<file path="config.mk">
export PLATFORM = sky130hd
export DESIGN_NAME = blocked_class_reorder_index_map_flat
export DESIGN_NICKNAME = d
export VERILOG_FILES = /design/src/rtl/bcrim_pkg.sv /design/src/rtl/bcrim_if.sv /design/src/rtl/bcrim_ctl.sv /design/src/rtl/bcrim_dp.sv /design/src/rtl/blocked_class_reorder_index_map.sv /design/src/flat_wrapper.sv
export VERILOG_INCLUDE_DIRS = /design/src /design/src/rtl
export SDC_FILE = /design/constraint.sdc
export NUM_CORES = 1
export LEC_CHECK = 0
export CAP_MARGIN = 20
export CORE_MARGIN = 2
export CORE_UTILIZATION = 45
export DETAILED_ROUTE_END_ITERATION = 12
export DONT_BUFFER_PORTS = 1
export SLEW_MARGIN = 40
export SYNTH_ARGS = -nofsm -noshare
export SYNTH_HDL_FRONTEND = slang
export SYNTH_SLANG_ARGS = --single-unit
export TNS_END_PERCENT = 5
</file>
<file path="constraint.sdc">
create_clock -name clock -period 5.4 [get_ports clock]
set_clock_uncertainty 0.1 [all_clocks]
set_input_delay 0.81 -clock clock [delete_from_list [all_inputs] [get_ports clock]]
set_output_delay 0.81 -clock clock [all_outputs]
set_load 0.03 [all_outputs]
</file>
<file path="src/rtl/blocked_class_reorder_index_map_macros.svh">
// Assertion macros shared by the blocked class reorder index map RTL
`ifndef BLOCKED_CLASS_REORDER_INDEX_MAP_MACROS_SVH
`define BLOCKED_CLASS_REORDER_INDEX_MAP_MACROS_SVH

// Property must hold at every clock edge outside reset
`define BCRIM_ASSERT(label, clk, rst, prop, msg) \
   label: assert property (@(posedge clk) disable iff (rst) prop) else $error(msg);

// Expression must never be true outside reset
`define BCRIM_ASSERT_NEVER(label, clk, rst, expr, msg) \
   label: assert property (@(posedge clk) disable iff (rst) !(expr)) else $error(msg);

`endif

</file>
<file path="src/rtl/bcrim_pkg.sv">
// Shared constants, types and helpers for the blocked class reorder index map
package bcrim_pkg;

   localparam int MaxGroups   = 8;
   localparam int NumClasses  = 5;
   localparam int TableDepth  = MaxGroups * NumClasses;
   localparam int MaxOrbitals = 1024;

   localparam int AddrW  = $clog2(TableDepth);
   localparam int GrpW   = 3;
   localparam int ClsW   = 3;
   localparam int CountW = 11;
   localparam int IndexW = 10;
   // per-class total over all groups, then a sum over all classes plus a position
   localparam int TotW   = CountW + $clog2(MaxGroups);
   localparam int SumW   = TotW + 3;

   typedef enum logic {
      CMD_LOAD  = 1'b0,
      CMD_QUERY = 1'b1
   } cmd_type;

   typedef enum logic [2:0] {
      ST_IDLE,
      ST_LOAD_RD,
      ST_LOAD_WR,
      ST_SCAN,
      ST_SUM,
      ST_FIN
   } state_type;

   typedef struct packed {
      logic            capture;
      logic            start;
      logic            rd_scan;
      logic [GrpW-1:0] scan_grp;
      logic [ClsW-1:0] scan_cls;
      logic            check;
      logic            wr;
      logic            add_tot;
      logic [ClsW-1:0] sum_cls;
      logic            set_miss;
      logic            load_rsp;
   } ctl_cmd_type;

   typedef struct packed {
      logic            is_query;
      logic            load_ok;
      logic            hit;
      logic [ClsW-1:0] hit_cls;
   } dp_stat_type;

   function automatic logic [AddrW-1:0] addr_of(input logic [GrpW-1:0] grp,
                                                 input logic [ClsW-1:0] cls);
      addr_of = AddrW'(grp * NumClasses) + AddrW'(cls);
   endfunction

endpackage

</file>
<file path="src/rtl/bcrim_if.sv">
// Request and response channel interfaces for the blocked class reorder index map
interface bcrim_req_if;
   logic                         valid;
   logic                         ready;
   logic                         command;
   logic [bcrim_pkg::GrpW-1:0]   irrep;
   logic [bcrim_pkg::ClsW-1:0]   orbital_class;
   logic [bcrim_pkg::CountW-1:0] count;
   logic [bcrim_pkg::IndexW-1:0] sym_index;

   modport source (output valid, command, irrep, orbital_class, count, sym_index,
                   input ready);
   modport sink (input valid, command, irrep, orbital_class, count, sym_index,
                 output ready);
endinterface

interface bcrim_rsp_if;
   logic                         valid;
   logic                         ready;
   logic [bcrim_pkg::IndexW-1:0] mapped_index;
   logic                         out_of_range;

   modport source (output valid, mapped_index, out_of_range, input ready);
   modport sink (input valid, mapped_index, out_of_range, output ready);
endinterface

</file>
<file path="src/rtl/bcrim_ctl.sv">
// Controller: sequences loads, the table scan, the class-total sum and the response
module bcrim_ctl (
   input  logic                   clock,
   input  logic                   reset,
   input  logic                   req_valid,
   output logic                   req_ready,
   output logic                   rsp_valid,
   input  logic                   rsp_ready,
   input  bcrim_pkg::dp_stat_type stat,
   output bcrim_pkg::ctl_cmd_type cmd
);

   bcrim_pkg::state_type state_ff, state_in;
   logic [bcrim_pkg::GrpW-1:0] grp_ff, grp_in;
   logic [bcrim_pkg::ClsW-1:0] cls_ff, cls_in;
   logic                       done_ff, done_in;
   logic                       pend_ff, pend_in;
   logic [bcrim_pkg::ClsW-1:0] sc_ff, sc_in;
   logic                       rsp_vld_ff, rsp_vld_in;
   logic                       req_acc;
   logic                       issue;

   assign req_acc   = req_valid && (state_ff == bcrim_pkg::ST_IDLE);
   assign req_ready = (state_ff == bcrim_pkg::ST_IDLE);
   assign rsp_valid = rsp_vld_ff;
   assign issue     = (state_ff == bcrim_pkg::ST_SCAN) && !done_ff;

   // next state
   always_comb begin
      state_in = state_ff;
      case (state_ff)
         bcrim_pkg::ST_IDLE: begin
            if (req_acc) begin
               if (stat.is_query) begin
                  state_in = bcrim_pkg::ST_SCAN;
               end else if (stat.load_ok) begin
                  state_in = bcrim_pkg::ST_LOAD_RD;
               end
            end
         end
         bcrim_pkg::ST_LOAD_RD: state_in = bcrim_pkg::ST_LOAD_WR;
         bcrim_pkg::ST_LOAD_WR: state_in = bcrim_pkg::ST_IDLE;
         bcrim_pkg::ST_SCAN: begin
            if (pend_ff && stat.hit) begin
               state_in = bcrim_pkg::ST_SUM;
            end else if (done_ff && !pend_ff) begin
               state_in = bcrim_pkg::ST_FIN;
            end
         end
         bcrim_pkg::ST_SUM: begin
            if (sc_ff == stat.hit_cls) begin
               state_in = bcrim_pkg::ST_FIN;
            end
         end
         bcrim_pkg::ST_FIN: begin
            if (!rsp_vld_ff || rsp_ready) begin
               state_in = bcrim_pkg::ST_IDLE;
            end
         end
         default: state_in = bcrim_pkg::ST_IDLE;
      endcase
   end

   // datapath commands
   always_comb begin
      cmd          = '0;
      cmd.capture  = req_acc;
      cmd.start    = req_acc && stat.is_query;
      cmd.rd_scan  = issue;
      cmd.scan_grp = grp_ff;
      cmd.scan_cls = cls_ff;
      cmd.sum_cls  = sc_ff;
      case (state_ff)
         bcrim_pkg::ST_LOAD_WR: cmd.wr = 1'b1;
         bcrim_pkg::ST_SCAN: begin
            cmd.check    = pend_ff;
            cmd.set_miss = done_ff && !pend_ff;
         end
         bcrim_pkg::ST_SUM: cmd.add_tot = (sc_ff != stat.hit_cls);
         bcrim_pkg::ST_FIN: cmd.load_rsp = !rsp_vld_ff || rsp_ready;
         default: cmd.wr = 1'b0;
      endcase
   end

   // scan counters, sum counter and response flag
   always_comb begin
      grp_in     = grp_ff;
      cls_in     = cls_ff;
      done_in    = done_ff;
      sc_in      = sc_ff;
      rsp_vld_in = rsp_vld_ff;
      // a read is in flight when one was issued and the scan has not hit
      pend_in    = issue && !(pend_ff && stat.hit);
      if (cmd.start) begin
         grp_in  = '0;
         cls_in  = '0;
         done_in = 1'b0;
         sc_in   = '0;
      end else if (issue) begin
         if (cls_ff == bcrim_pkg::ClsW'(bcrim_pkg::NumClasses - 1)) begin
            cls_in = '0;
            if (grp_ff == bcrim_pkg::GrpW'(bcrim_pkg::MaxGroups - 1)) begin
               done_in = 1'b1;
            end else begin
               grp_in = grp_ff + 1'b1;
            end
         end else begin
            cls_in = cls_ff + 1'b1;
         end
      end
      if (cmd.add_tot) begin
         sc_in = sc_ff + 1'b1;
      end
      if (cmd.load_rsp) begin
         rsp_vld_in = 1'b1;
      end else if (rsp_ready) begin
         rsp_vld_in = 1'b0;
      end
   end

   always_ff @(posedge clock) begin
      if (reset) begin
         state_ff   <= bcrim_pkg::ST_IDLE;
         grp_ff     <= '0;
         cls_ff     <= '0;
         done_ff    <= 1'b0;
         pend_ff    <= 1'b0;
         sc_ff      <= '0;
         rsp_vld_ff <= 1'b0;
      end else begin
         state_ff   <= state_in;
         grp_ff     <= grp_in;
         cls_ff     <= cls_in;
         done_ff    <= done_in;
         pend_ff    <= pend_in;
         sc_ff      <= sc_in;
         rsp_vld_ff <= rsp_vld_in;
      end
   end

endmodule

</file>
<file path="src/rtl/bcrim_dp.sv">
// Datapath: count table memory, class totals, scan accumulators and response register
module bcrim_dp (
   input  logic                         clock,
   input  logic                         reset,
   input  bcrim_pkg::ctl_cmd_type       cmd,
   output bcrim_pkg::dp_stat_type       stat,
   input  logic                         req_command,
   input  logic [bcrim_pkg::GrpW-1:0]   req_irrep,
   input  logic [bcrim_pkg::ClsW-1:0]   req_orbital_class,
   input  logic [bcrim_pkg::CountW-1:0] req_count,
   input  logic [bcrim_pkg::IndexW-1:0] req_sym_index,
   output logic [bcrim_pkg::IndexW-1:0] rsp_mapped_index,
   output logic                         rsp_out_of_range
);

   logic [bcrim_pkg::CountW-1:0] mem [bcrim_pkg::TableDepth];
   logic [bcrim_pkg::TableDepth-1:0] vld_ff;

   logic [bcrim_pkg::GrpW-1:0]   grp_ff;
   logic [bcrim_pkg::ClsW-1:0]   cls_ff;
   logic [bcrim_pkg::CountW-1:0] cnt_ff;
   logic [bcrim_pkg::CountW-1:0] rd_data_ff;
   logic                         rd_vld_ff;
   logic [bcrim_pkg::ClsW-1:0]   rd_cls_ff;
   logic [bcrim_pkg::IndexW-1:0] pos_ff;
   logic [bcrim_pkg::TotW-1:0]   acc_ff [bcrim_pkg::NumClasses];
   logic [bcrim_pkg::TotW-1:0]   tot_ff [bcrim_pkg::NumClasses];
   logic [bcrim_pkg::SumW-1:0]   mapped_ff;
   logic                         miss_ff;
   logic [bcrim_pkg::ClsW-1:0]   hit_cls_ff;
   logic [bcrim_pkg::IndexW-1:0] rsp_idx_ff;
   logic                         rsp_oor_ff;

   logic [bcrim_pkg::AddrW-1:0]  item_addr;
   logic [bcrim_pkg::AddrW-1:0]  rd_addr;
   logic [bcrim_pkg::CountW-1:0] n;
   logic                         hit;
   logic [bcrim_pkg::ClsW-1:0]   tot_idx;
   logic [bcrim_pkg::TotW-1:0]   tot_rd;
   logic                         oor;

   assign item_addr = bcrim_pkg::addr_of(grp_ff, cls_ff);
   assign rd_addr   = cmd.rd_scan ? bcrim_pkg::addr_of(cmd.scan_grp, cmd.scan_cls)
                                  : item_addr;
   // never-written entries read as zero
   assign n         = rd_vld_ff ? rd_data_ff : '0;
   assign hit       = {1'b0, pos_ff} < n;
   assign tot_idx   = cmd.add_tot ? cmd.sum_cls : cls_ff;
   assign tot_rd    = tot_ff[tot_idx];
   assign oor       = miss_ff || (mapped_ff >= bcrim_pkg::SumW'(bcrim_pkg::MaxOrbitals));

   assign stat.is_query = (req_command == bcrim_pkg::CMD_QUERY);
   assign stat.load_ok  = ({1'b0, req_irrep} < (bcrim_pkg::GrpW + 1)'(bcrim_pkg::MaxGroups))
                       && (req_orbital_class < bcrim_pkg::ClsW'(bcrim_pkg::NumClasses));
   assign stat.hit      = hit;
   assign stat.hit_cls  = hit_cls_ff;

   assign rsp_mapped_index = rsp_idx_ff;
   assign rsp_out_of_range = rsp_oor_ff;

   // table memory: one read and one write port, registered read
   always_ff @(posedge clock) begin
      rd_data_ff <= mem[rd_addr];
      rd_cls_ff  <= cmd.scan_cls;
      if (cmd.wr) begin
         mem[item_addr] <= cnt_ff;
      end
   end

   always_ff @(posedge clock) begin
      if (reset) begin
         vld_ff    <= '0;
         rd_vld_ff <= 1'b0;
      end else begin
         rd_vld_ff <= vld_ff[rd_addr];
         if (cmd.wr) begin
            vld_ff[item_addr] <= 1'b1;
         end
      end
   end

   // class totals over all groups: swap the old count for the new one
   always_ff @(posedge clock) begin
      if (reset) begin
         for (int i = 0; i < bcrim_pkg::NumClasses; i++) begin
            tot_ff[i] <= '0;
         end
      end else if (cmd.wr) begin
         tot_ff[cls_ff] <= tot_rd - bcrim_pkg::TotW'(n) + bcrim_pkg::TotW'(cnt_ff);
      end
   end

   always_ff @(posedge clock) begin
      if (cmd.capture) begin
         grp_ff <= req_irrep;
         cls_ff <= req_orbital_class;
         cnt_ff <= req_count;
      end
      if (cmd.start) begin
         pos_ff    <= req_sym_index;
         mapped_ff <= '0;
         miss_ff   <= 1'b0;
         for (int i = 0; i < bcrim_pkg::NumClasses; i++) begin
            acc_ff[i] <= '0;
         end
      end else if (cmd.check) begin
         if (hit) begin
            mapped_ff  <= bcrim_pkg::SumW'(pos_ff) + bcrim_pkg::SumW'(acc_ff[rd_cls_ff]);
            hit_cls_ff <= rd_cls_ff;
         end else begin
            // pos is not below n here, so n fits the index width
            pos_ff            <= pos_ff - n[bcrim_pkg::IndexW-1:0];
            acc_ff[rd_cls_ff] <= acc_ff[rd_cls_ff] + bcrim_pkg::TotW'(n);
         end
      end else if (cmd.add_tot) begin
         mapped_ff <= mapped_ff + bcrim_pkg::SumW'(tot_rd);
      end
      if (cmd.set_miss) begin
         miss_ff <= 1'b1;
      end
      if (cmd.load_rsp) begin
         rsp_oor_ff <= oor;
         rsp_idx_ff <= oor ? '0 : mapped_ff[bcrim_pkg::IndexW-1:0];
      end
   end

endmodule

</file>
<file path="src/rtl/blocked_class_reorder_index_map.sv">
// Top level of the blocked class reorder index map
// Holds a count per group and class (8 groups x 5 classes, all zero after reset) and maps
// a group-major orbital index to its class-major index. A load item goes through accept,
// read of the old count and write so the running per-class totals stay current; a load
// to a group or class outside the table is dropped at once and gives no response. A query
// walks the table in group-major order through the single read port of the count memory,
// one entry per cycle, until it finds the block holding the index, then adds the totals
// of the earlier classes one per cycle. An index at or past the total, or a mapped
// index that would reach 1024, returns out_of_range with a mapped index of 0. The
// response sits in an output register, so the next item is accepted while it waits.
`include "blocked_class_reorder_index_map_macros.svh"

module blocked_class_reorder_index_map (
   input  logic        clock,
   input  logic        reset,
   bcrim_req_if.sink   req_chan,
   bcrim_rsp_if.source rsp_chan
);

   bcrim_pkg::ctl_cmd_type ctl_cmd;
   bcrim_pkg::dp_stat_type dp_stat;
   logic                   load_idle;
   logic                   oor_bad;
   logic                   busy;
   logic                   both_ops;

   bcrim_ctl u_ctl (
      .clock     (clock),
      .reset     (reset),
      .req_valid (req_chan.valid),
      .req_ready (req_chan.ready),
      .rsp_valid (rsp_chan.valid),
      .rsp_ready (rsp_chan.ready),
      .stat      (dp_stat),
      .cmd       (ctl_cmd)
   );

   bcrim_dp u_dp (
      .clock             (clock),
      .reset             (reset),
      .cmd               (ctl_cmd),
      .stat              (dp_stat),
      .req_command       (req_chan.command),
      .req_irrep         (req_chan.irrep),
      .req_orbital_class (req_chan.orbital_class),
      .req_count         (req_chan.count),
      .req_sym_index     (req_chan.sym_index),
      .rsp_mapped_index  (rsp_chan.mapped_index),
      .rsp_out_of_range  (rsp_chan.out_of_range)
   );

   assign load_idle = req_chan.valid && req_chan.ready
                   && (req_chan.command == bcrim_pkg::CMD_LOAD) && !rsp_chan.valid;
   assign oor_bad   = rsp_chan.valid && rsp_chan.out_of_range
                   && (rsp_chan.mapped_index != '0);
   assign busy      = ctl_cmd.check || ctl_cmd.add_tot || ctl_cmd.wr;
   assign both_ops  = ctl_cmd.check && ctl_cmd.add_tot;

   `BCRIM_ASSERT(a_load_no_rsp, clock, reset, load_idle |=> !rsp_chan.valid, "load item answered")
   `BCRIM_ASSERT_NEVER(a_oor_zero, clock, reset, oor_bad, "nonzero index out of range")
   `BCRIM_ASSERT(a_busy_no_accept, clock, reset, busy |-> !req_chan.ready, "accept while busy")
   `BCRIM_ASSERT_NEVER(a_scan_sum_excl, clock, reset, both_ops, "check and add together")

endmodule
</file>
<file path="src/flat_wrapper.sv">
// flat-port wrapper written by rule: the top's interface ports become plain ports
module blocked_class_reorder_index_map_flat 
  (clock, reset, req_chan_valid, req_chan_command, req_chan_irrep, req_chan_orbital_class, req_chan_count, req_chan_sym_index, req_chan_ready, rsp_chan_valid, rsp_chan_mapped_index, rsp_chan_out_of_range, rsp_chan_ready);
  bcrim_req_if req_chan_i ();
  bcrim_rsp_if rsp_chan_i ();
  input  logic clock;
  input  logic reset;
  input wire logic [$bits(req_chan_i.valid)-1:0] req_chan_valid;
  input wire logic [$bits(req_chan_i.command)-1:0] req_chan_command;
  input wire logic [$bits(req_chan_i.irrep)-1:0] req_chan_irrep;
  input wire logic [$bits(req_chan_i.orbital_class)-1:0] req_chan_orbital_class;
  input wire logic [$bits(req_chan_i.count)-1:0] req_chan_count;
  input wire logic [$bits(req_chan_i.sym_index)-1:0] req_chan_sym_index;
  output wire logic [$bits(req_chan_i.ready)-1:0] req_chan_ready;
  output wire logic [$bits(rsp_chan_i.valid)-1:0] rsp_chan_valid;
  output wire logic [$bits(rsp_chan_i.mapped_index)-1:0] rsp_chan_mapped_index;
  output wire logic [$bits(rsp_chan_i.out_of_range)-1:0] rsp_chan_out_of_range;
  input wire logic [$bits(rsp_chan_i.ready)-1:0] rsp_chan_ready;
  assign req_chan_i.valid = req_chan_valid;
  assign req_chan_i.command = req_chan_command;
  assign req_chan_i.irrep = req_chan_irrep;
  assign req_chan_i.orbital_class = req_chan_orbital_class;
  assign req_chan_i.count = req_chan_count;
  assign req_chan_i.sym_index = req_chan_sym_index;
  assign req_chan_ready = req_chan_i.ready;
  assign rsp_chan_valid = rsp_chan_i.valid;
  assign rsp_chan_mapped_index = rsp_chan_i.mapped_index;
  assign rsp_chan_out_of_range = rsp_chan_i.out_of_range;
  assign rsp_chan_i.ready = rsp_chan_ready;
  blocked_class_reorder_index_map u_core (.clock(clock), .reset(reset), .req_chan(req_chan_i), .rsp_chan(rsp_chan_i));
endmodule
</file>
After elaboration in Yosys (flattened, before gate mapping):

Memories as Yosys holds them, arrays and structs flattened. A register that Yosys moved wholly into a read port is not among the register bits.
Cells that the tools add are included.

* logic and storage cells: 136
* flip-flop bits (word level): 118
* memories: 3
* RAM bits: 580
* bits of input ports: 32

Memory list
* u_core.u_dp.mem: words 40, width 11, rd ports 1, clocked after memory_dff 1, wr ports 1, RTL line bcrim_dp.sv:16 `logic [bcrim_pkg::CountW-1:0] mem [bcrim_pkg::TableDepth];`
* u_core.u_dp.acc_ff: words 5, width 14, rd ports 1, clocked after memory_dff 1, wr ports 5, RTL line bcrim_dp.sv:26 `logic [bcrim_pkg::TotW-1:0] acc_ff [bcrim_pkg::NumClasses];`
* u_core.u_dp.tot_ff: words 5, width 14, rd ports 1, clocked after memory_dff 0, wr ports 5, RTL line bcrim_dp.sv:27 `logic [bcrim_pkg::TotW-1:0] tot_ff [bcrim_pkg::NumClasses];`

* $mul: 2
* order comparisons: 6
* multiplexer cells: 49
* add/subtract/negate cells: 11
* reductions and logical operators: 27
* bitwise operators: 3
* eq/ne operators: 16

Operators by type and width (count)
* 2-to-1 mux 17 bit: 3
* bitwise OR 40 bit: 1
* 2-to-1 mux 3 bit: 13
* 2-to-1 mux 10 bit: 3
* adder 14 x 11 -> 14 bit: 2
* 2-to-1 mux 14 bit: 2
* OR reduction 14 bit: 2
* 2-to-1 mux 1 bit: 23
* adder 17 x 14 -> 17 bit: 1
* greater-or-equal comparator 17 x 11 -> 1 bit, second input constant: 1
* adder 10 x 14 -> 15 bit: 1
* one-hot mux 3 bit (5 select lines): 1
* < comparator 6 x 7 -> 1 bit, second input constant: 2
* subtractor 14 x 11 -> 14 bit: 1
* adder 6 x 3 -> 6 bit: 2
* == test 3 bit, second input constant: 4
* multiplier 3 x 3 -> 6 bit, second input constant: 2
* < comparator 10 x 11 -> 1 bit: 1
* 2-to-1 mux 11 bit: 1
* subtractor 10 bit: 1
* adder 3 x 1 -> 3 bit, second input constant: 3
* AND reduction 3 bit: 3
* inequality test 2 bit, second input constant: 4
* nonzero test 2 bit: 4
* 20 further kinds: 33

Depth between registers and ports, before layout:

* word-level depth: 8
* mapped depth: 25
* gate-level depth less buffers: 21

Modules after synthesis:

From an unflattened synthesis, not the netlist that was laid out.

* cell total of the unflattened synthesis: 2348
* area, all modules: 35262.6 um2

Modules (own cells, without submodules)
* bcrim_dp: sequential area each 22631.7 um2, instances 1, cells each 2249, area each 34350.4 um2
* bcrim_ctl: sequential area each 300.3 um2, instances 1, cells each 99, area each 912.1 um2

Least setup slack after synthesis:

OpenSTA, ideal clock, no wires.

* path kind: register -> register
* from: register u_core.u_ctl.state_ff[2]
* to: memory u_core.u_dp.tot_ff[5][13] (netlist bit), data pin
* clock period less this slack: 5.201 ns
* cell stages (with the launch flop): 20
* slack: 0.199 ns
* arrival time: 4.832 ns
* required time: 5.031 ns
* path through: dfxtp_1 or3b_4 a31oi_4 mux2i_1 clkbuf_1 buf_1 o211ai_1 o21a_1 fa_1 inv_1 ha_1 a211oi_1 o21ai_0 a41o_1 a21oi_1 nor2b_1 o41ai_1 o21ai_0 xnor2_2 inv_1

RTL lines
* start: declaration: RTL line bcrim_ctl.sv:13 `bcrim_pkg::state_type state_ff, state_in;`
* start signal: assignment: RTL line bcrim_ctl.sv:123 `state_ff <= bcrim_pkg::ST_IDLE;`
* start signal: assignment: RTL line bcrim_ctl.sv:131 `state_ff <= state_in;`
* end: declaration: RTL line bcrim_dp.sv:27

==> results_tabular.tex <==
\begin{tabular}{lr}
\hline
Metric & Value \\
\hline
\multicolumn{2}{l}{\textbf{Die}} \\
\quad Initial cell density of the core & 0.4550 \\
\quad Total core area & roughly 78000 um2 \\
\quad Die Ht & roughly 280 um \\
\quad Number of cell rows & around 100 \\
\quad X dimension of the die & 284.1 um \\
\quad Full die area & around 80000 um2 \\
\quad Count of boundary I/O pins & 45 \\
\multicolumn{2}{l}{\textbf{Min path}} \\
\quad Worst min-delay path category & primary input to flip-flop \\
\multicolumn{2}{l}{\textbf{Yosys}} \\
\quad Cell Area, Synth & about 35000 um2 \\
\quad Leading register cell type out of synthesis & edfxtp\_1 \\
\quad Seq/Total Area, Yosys & 0.6495 \\
\quad Top post-synthesis cells by area & edfxtp\_1, nand2\_1, dfxtp\_1 \\
\quad Synth async-reset ratio & 0 \\
\quad Number of flops mapped to enable cells by yosys & slightly above 700 \\
\quad Count leader, synth & edfxtp\_1 \\
\quad Net Count, Synth & 3068 \\
\quad Syn Area/Cell & approximately 12 um2 \\
\quad Top post-synthesis cells by count & edfxtp\_1, nand2\_1, nor2\_1 \\
\quad Area share of the leading cell type in the synthesized netlist & 0.5996 \\
\quad Biggest area consumer among synthesized cells & edfxtp\_1 \\
\quad Flip-flop and latch count after synthesis & 793 \\
\quad YS warnings & 0 \\
\quad Count of cell types in the netlist & between 70 and 80 \\
\quad Number of instances in the synthesized netlist & between 2000 and 3000 \\
\multicolumn{2}{l}{\textbf{Worst setup path}} \\
\quad Kind of critical path & flip-flop to flip-flop \\
\quad Worst-path maximum fanout & 19 \\
\quad Data required time of the worst path & between 5 and 6 ns \\
\quad Type of destination of the critical path & flip-flop \\
\quad Kind of launch point of the worst setup path & flip-flop \\
\quad Signal arrival time at the worst endpoint & between 5 and 6 ns \\
\multicolumn{2}{l}{\textbf{Global route}} \\
\quad Vias in the first global route & 23110 \\
\quad All-Layer GR Usage & 0.2314 \\
\quad First-pass GRT wire length & approximately 140000 um \\
\quad Number of antenna violations at the first check in global routing & 2 \\
\quad Total overflow reported by the global router & 0 \\
\quad Largest net degree at the start of global routing & 94 \\
\multicolumn{2}{l}{\textbf{STA}} \\
\quad Share of the cycle needed by the critical path after routing & 0.9660 \\
\quad Post-Route Setup TNS & 0 ns \\
\quad Final number of setup-violating endpoints & 0 \\
\quad Slew of the pin with the lowest slew margin & 0.8868 ns \\
\quad Worst-case headroom to the max-slew limit & 0.4088 \\
\quad Min Clock Period, post-route & about 5.2 ns \\
\quad Highest attainable clock frequency & 191.7 MHz \\
\quad Final max-slew violation count & 0 \\
\quad Hold violation total from the final report & 0 \\
\multicolumn{2}{l}{\textbf{Run}} \\
\quad Max-capacitance violation count & 0 \\
\multicolumn{2}{l}{\textbf{Cells and area}} \\
\quad Fraction of final layout cells with drive strength greater than 1 & 0.1151 \\
\quad Area Overhead vs Synth & 12.96\% \\
\quad Final core area utilization & 0.5139 \\
\quad \# diodes & 0 \\
\quad Filler cell count in the final layout & approximately 6700 \\
\quad Nets@finish & about 3100 \\
\quad FF/Latch Area & about 23000 um2 \\
\quad Footprint of the multi-input gates & between 10000 and 15000 um2 \\
\multicolumn{2}{l}{\textbf{Clock tree}} \\
\quad Clock tree from TritonCTS & built \\
\quad Cts hold-fix bufs & 0 \\
\quad Clk root buf & clkbuf\_16 \\
\quad Clock latency on the worst-skew pair & roughly 0.64 ns \\
\quad Depth of the CTS H-tree & 3 \\
\quad Number of buffers added by the clock tree synthesis step & a little over 80 \\
\quad Clock-pin slew on the worst setup and hold paths & roughly 0.060 ns \\
\quad Sink Count & 793 \\
\quad Maximum root-to-sink buffer count & 3 \\
\multicolumn{2}{l}{\textbf{Place}} \\
\quad DP Wirelength & $\sim$60000 um \\
\quad RePlAce Congestion & slightly below 0.9 \\
\quad Count of buffers from port buffering & 0 \\
\multicolumn{2}{l}{\textbf{Outcome}} \\
\quad Run status & completed \\
\multicolumn{2}{l}{\textbf{Detailed routing}} \\
\quad Final routed wire length divided by cell count & around 23 um \\
\quad Via/cell ratio & about 5.8 \\
\quad DRC marker count from the first detailed-route iteration & 2366 \\
\quad Wirelength, routed & around 95000 um \\
\quad DR pass1 iterations & 5 \\
\quad DRC errors left & 0 \\
\quad Detail Route Antenna Nets & 0 \\
\quad Vias & between 20000 and 25000 \\
\multicolumn{2}{l}{\textbf{Power}} \\
\quad Worst IR Drop VDD & around 0.29 mV \\
\quad Power per standard cell area & between 400 and 500 nW/um2 \\
\quad Leakage Power & around 14 nW \\
\hline
\end{tabular}
==> critical path: stages (launching register included) <==
cell and delay [ns]:
dfxtp_1 0.32, or3b_4 0.41, a31oi_4 0.19, buf_12 0.16
mux2i_4 0.25, buf_12 0.18, nand2_1 0.06, nand3_1 0.08
o21ai_0 0.11, o21a_1 0.25, fa_1 0.51, inv_1 0.04
ha_1 0.33, or3_1 0.38, a41o_1 0.28, a21oi_1 0.16
nor2b_1 0.09, o41ai_2 0.35, buf_4 0.18, o21ai_1 0.11
xnor2_2 0.28, inv_1 0.10
==> routing by layer <==
layer,vias up,global-route usage,routed length [um]
li1,10830,-,-
met1,11740,0.3141,39830
met2,873,0.3792,45050
met3,192,0.03523,6124
met4,2,0.08382,3628
met5,-,0,11
==> registers in the layout (all words and copies together) (netlist names), 10 cells and up <==
| name | flops |
|---|---|
| u_core.u_dp.mem | 440 |
| u_core.u_dp.acc_ff | 112 |
| u_core.u_dp.tot_ff | 112 |
| u_core.u_dp.vld_ff | 40 |
| u_core.u_dp.mapped_ff | 17 |
| u_core.u_dp.cnt_ff | 11 |
| u_core.u_dp.rd_data_ff | 11 |
| u_core.u_dp.pos_ff | 10 |
| u_core.u_dp.rsp_mapped_index | 10 |
==> layout make-up <==
cell class / instances / share of cell area
repair buffers: 133 / 0.02817
multi-input cells: 1889 / 0.2901
flip-flops and latches: 793 / 0.5751
clock inverters: 43 / 0.008659
inverters: 98 / 0.009224
well taps: 1040 / 0.03263
clock buffers: 111 / 0.05610
==> worst paths after layout <==
check	startpoint	to	slack [ns]	cells past startpoint
min reg2reg	u_core.u_ctl.cls_ff[1]	u_core.u_dp.rd_cls_ff[1]	0.32	0
max reg2reg	u_core.u_ctl.state_ff[2]	u_core.u_dp.tot_ff[6][13]	0.18	21
max	u_core.u_ctl.state_ff[2]	u_core.u_dp.tot_ff[6][13]	0.18	21
min	req_chan_irrep[2]	u_core.u_dp.grp_ff[2]	0.17	0
==> cells in the final DEF, fill, tap and decap left out, drive strengths merged, types with 31 or more instances in the layout <==
master and n:
clkinv 31, inv 102, a21oi 206, o21ai 80, ha 82, a32oi 35
mux2i 59, clkbuf 112, dfxtp 88, edfxtp 705, a221oi 31, buf 132
nand2 473, nor2 353, nand3 136, xor2 31
==> repair_timing <==
| item | in CTS | in global routing |
|---|---|---|
| gates cloned | 0 | 2 |
| pin swaps | 0 | 3 |
| setup endpoints to repair | 8 | 31 |
| buffers inserted | 2 | 6 |
| resized for setup | 1 | 10 |
==> where the power goes <==
| group | switching, W | internal (W) | total (W) | leakage (nW) |
|---|---|---|---|---|
| sequential | 0.0000730 | 0.00705 | 0.00712 | 7.20 |
| combinational | 0.00274 | 0.00125 | 0.00399 | 5.96 |
| clock | 0.00237 | 0.00312 | 0.00548 | 1.26 |
==> cell families (layout without fill, tap and decap cells) <==
kind of cell / count (synthesis) / in the layout / share of synthesized area
AOI/OAI and AO/OA: 537 / 537 / 0.09827
xor gates and xnor gates: 57 / 57 / 0.01531
adders and majority gates: 99 / 99 / 0.03870
buffers and inverters: 256 / 385 / 0.02881
DFF: 793 / 793 / 0.6495
muxes: 101 / 102 / 0.03863
and+or+nand+nor: 1094 / 1094 / 0.1307
==> per-stage QoR <==
step	std cells	total power (W)	cell area [um2]	setup WS (ns)	hold WS, ns
2_1_floorplan	2937	0.009737	35310	0.1994	0.2830
3_3_place_gp	3940	0.01105	37070	-0.02423	0.2988
3_5_place_dp	3942	0.01114	37130	-0.1489	0.3094
4_1_cts	4098	0.01663	39750	0.09943	0.1270
5_1_grt	4107	0.01728	39880	-0.03370	0.1366
6_report	4107	0.01659	39880	0.1837	0.1680
No activity file was read; power rests on OpenSTA's default activity.
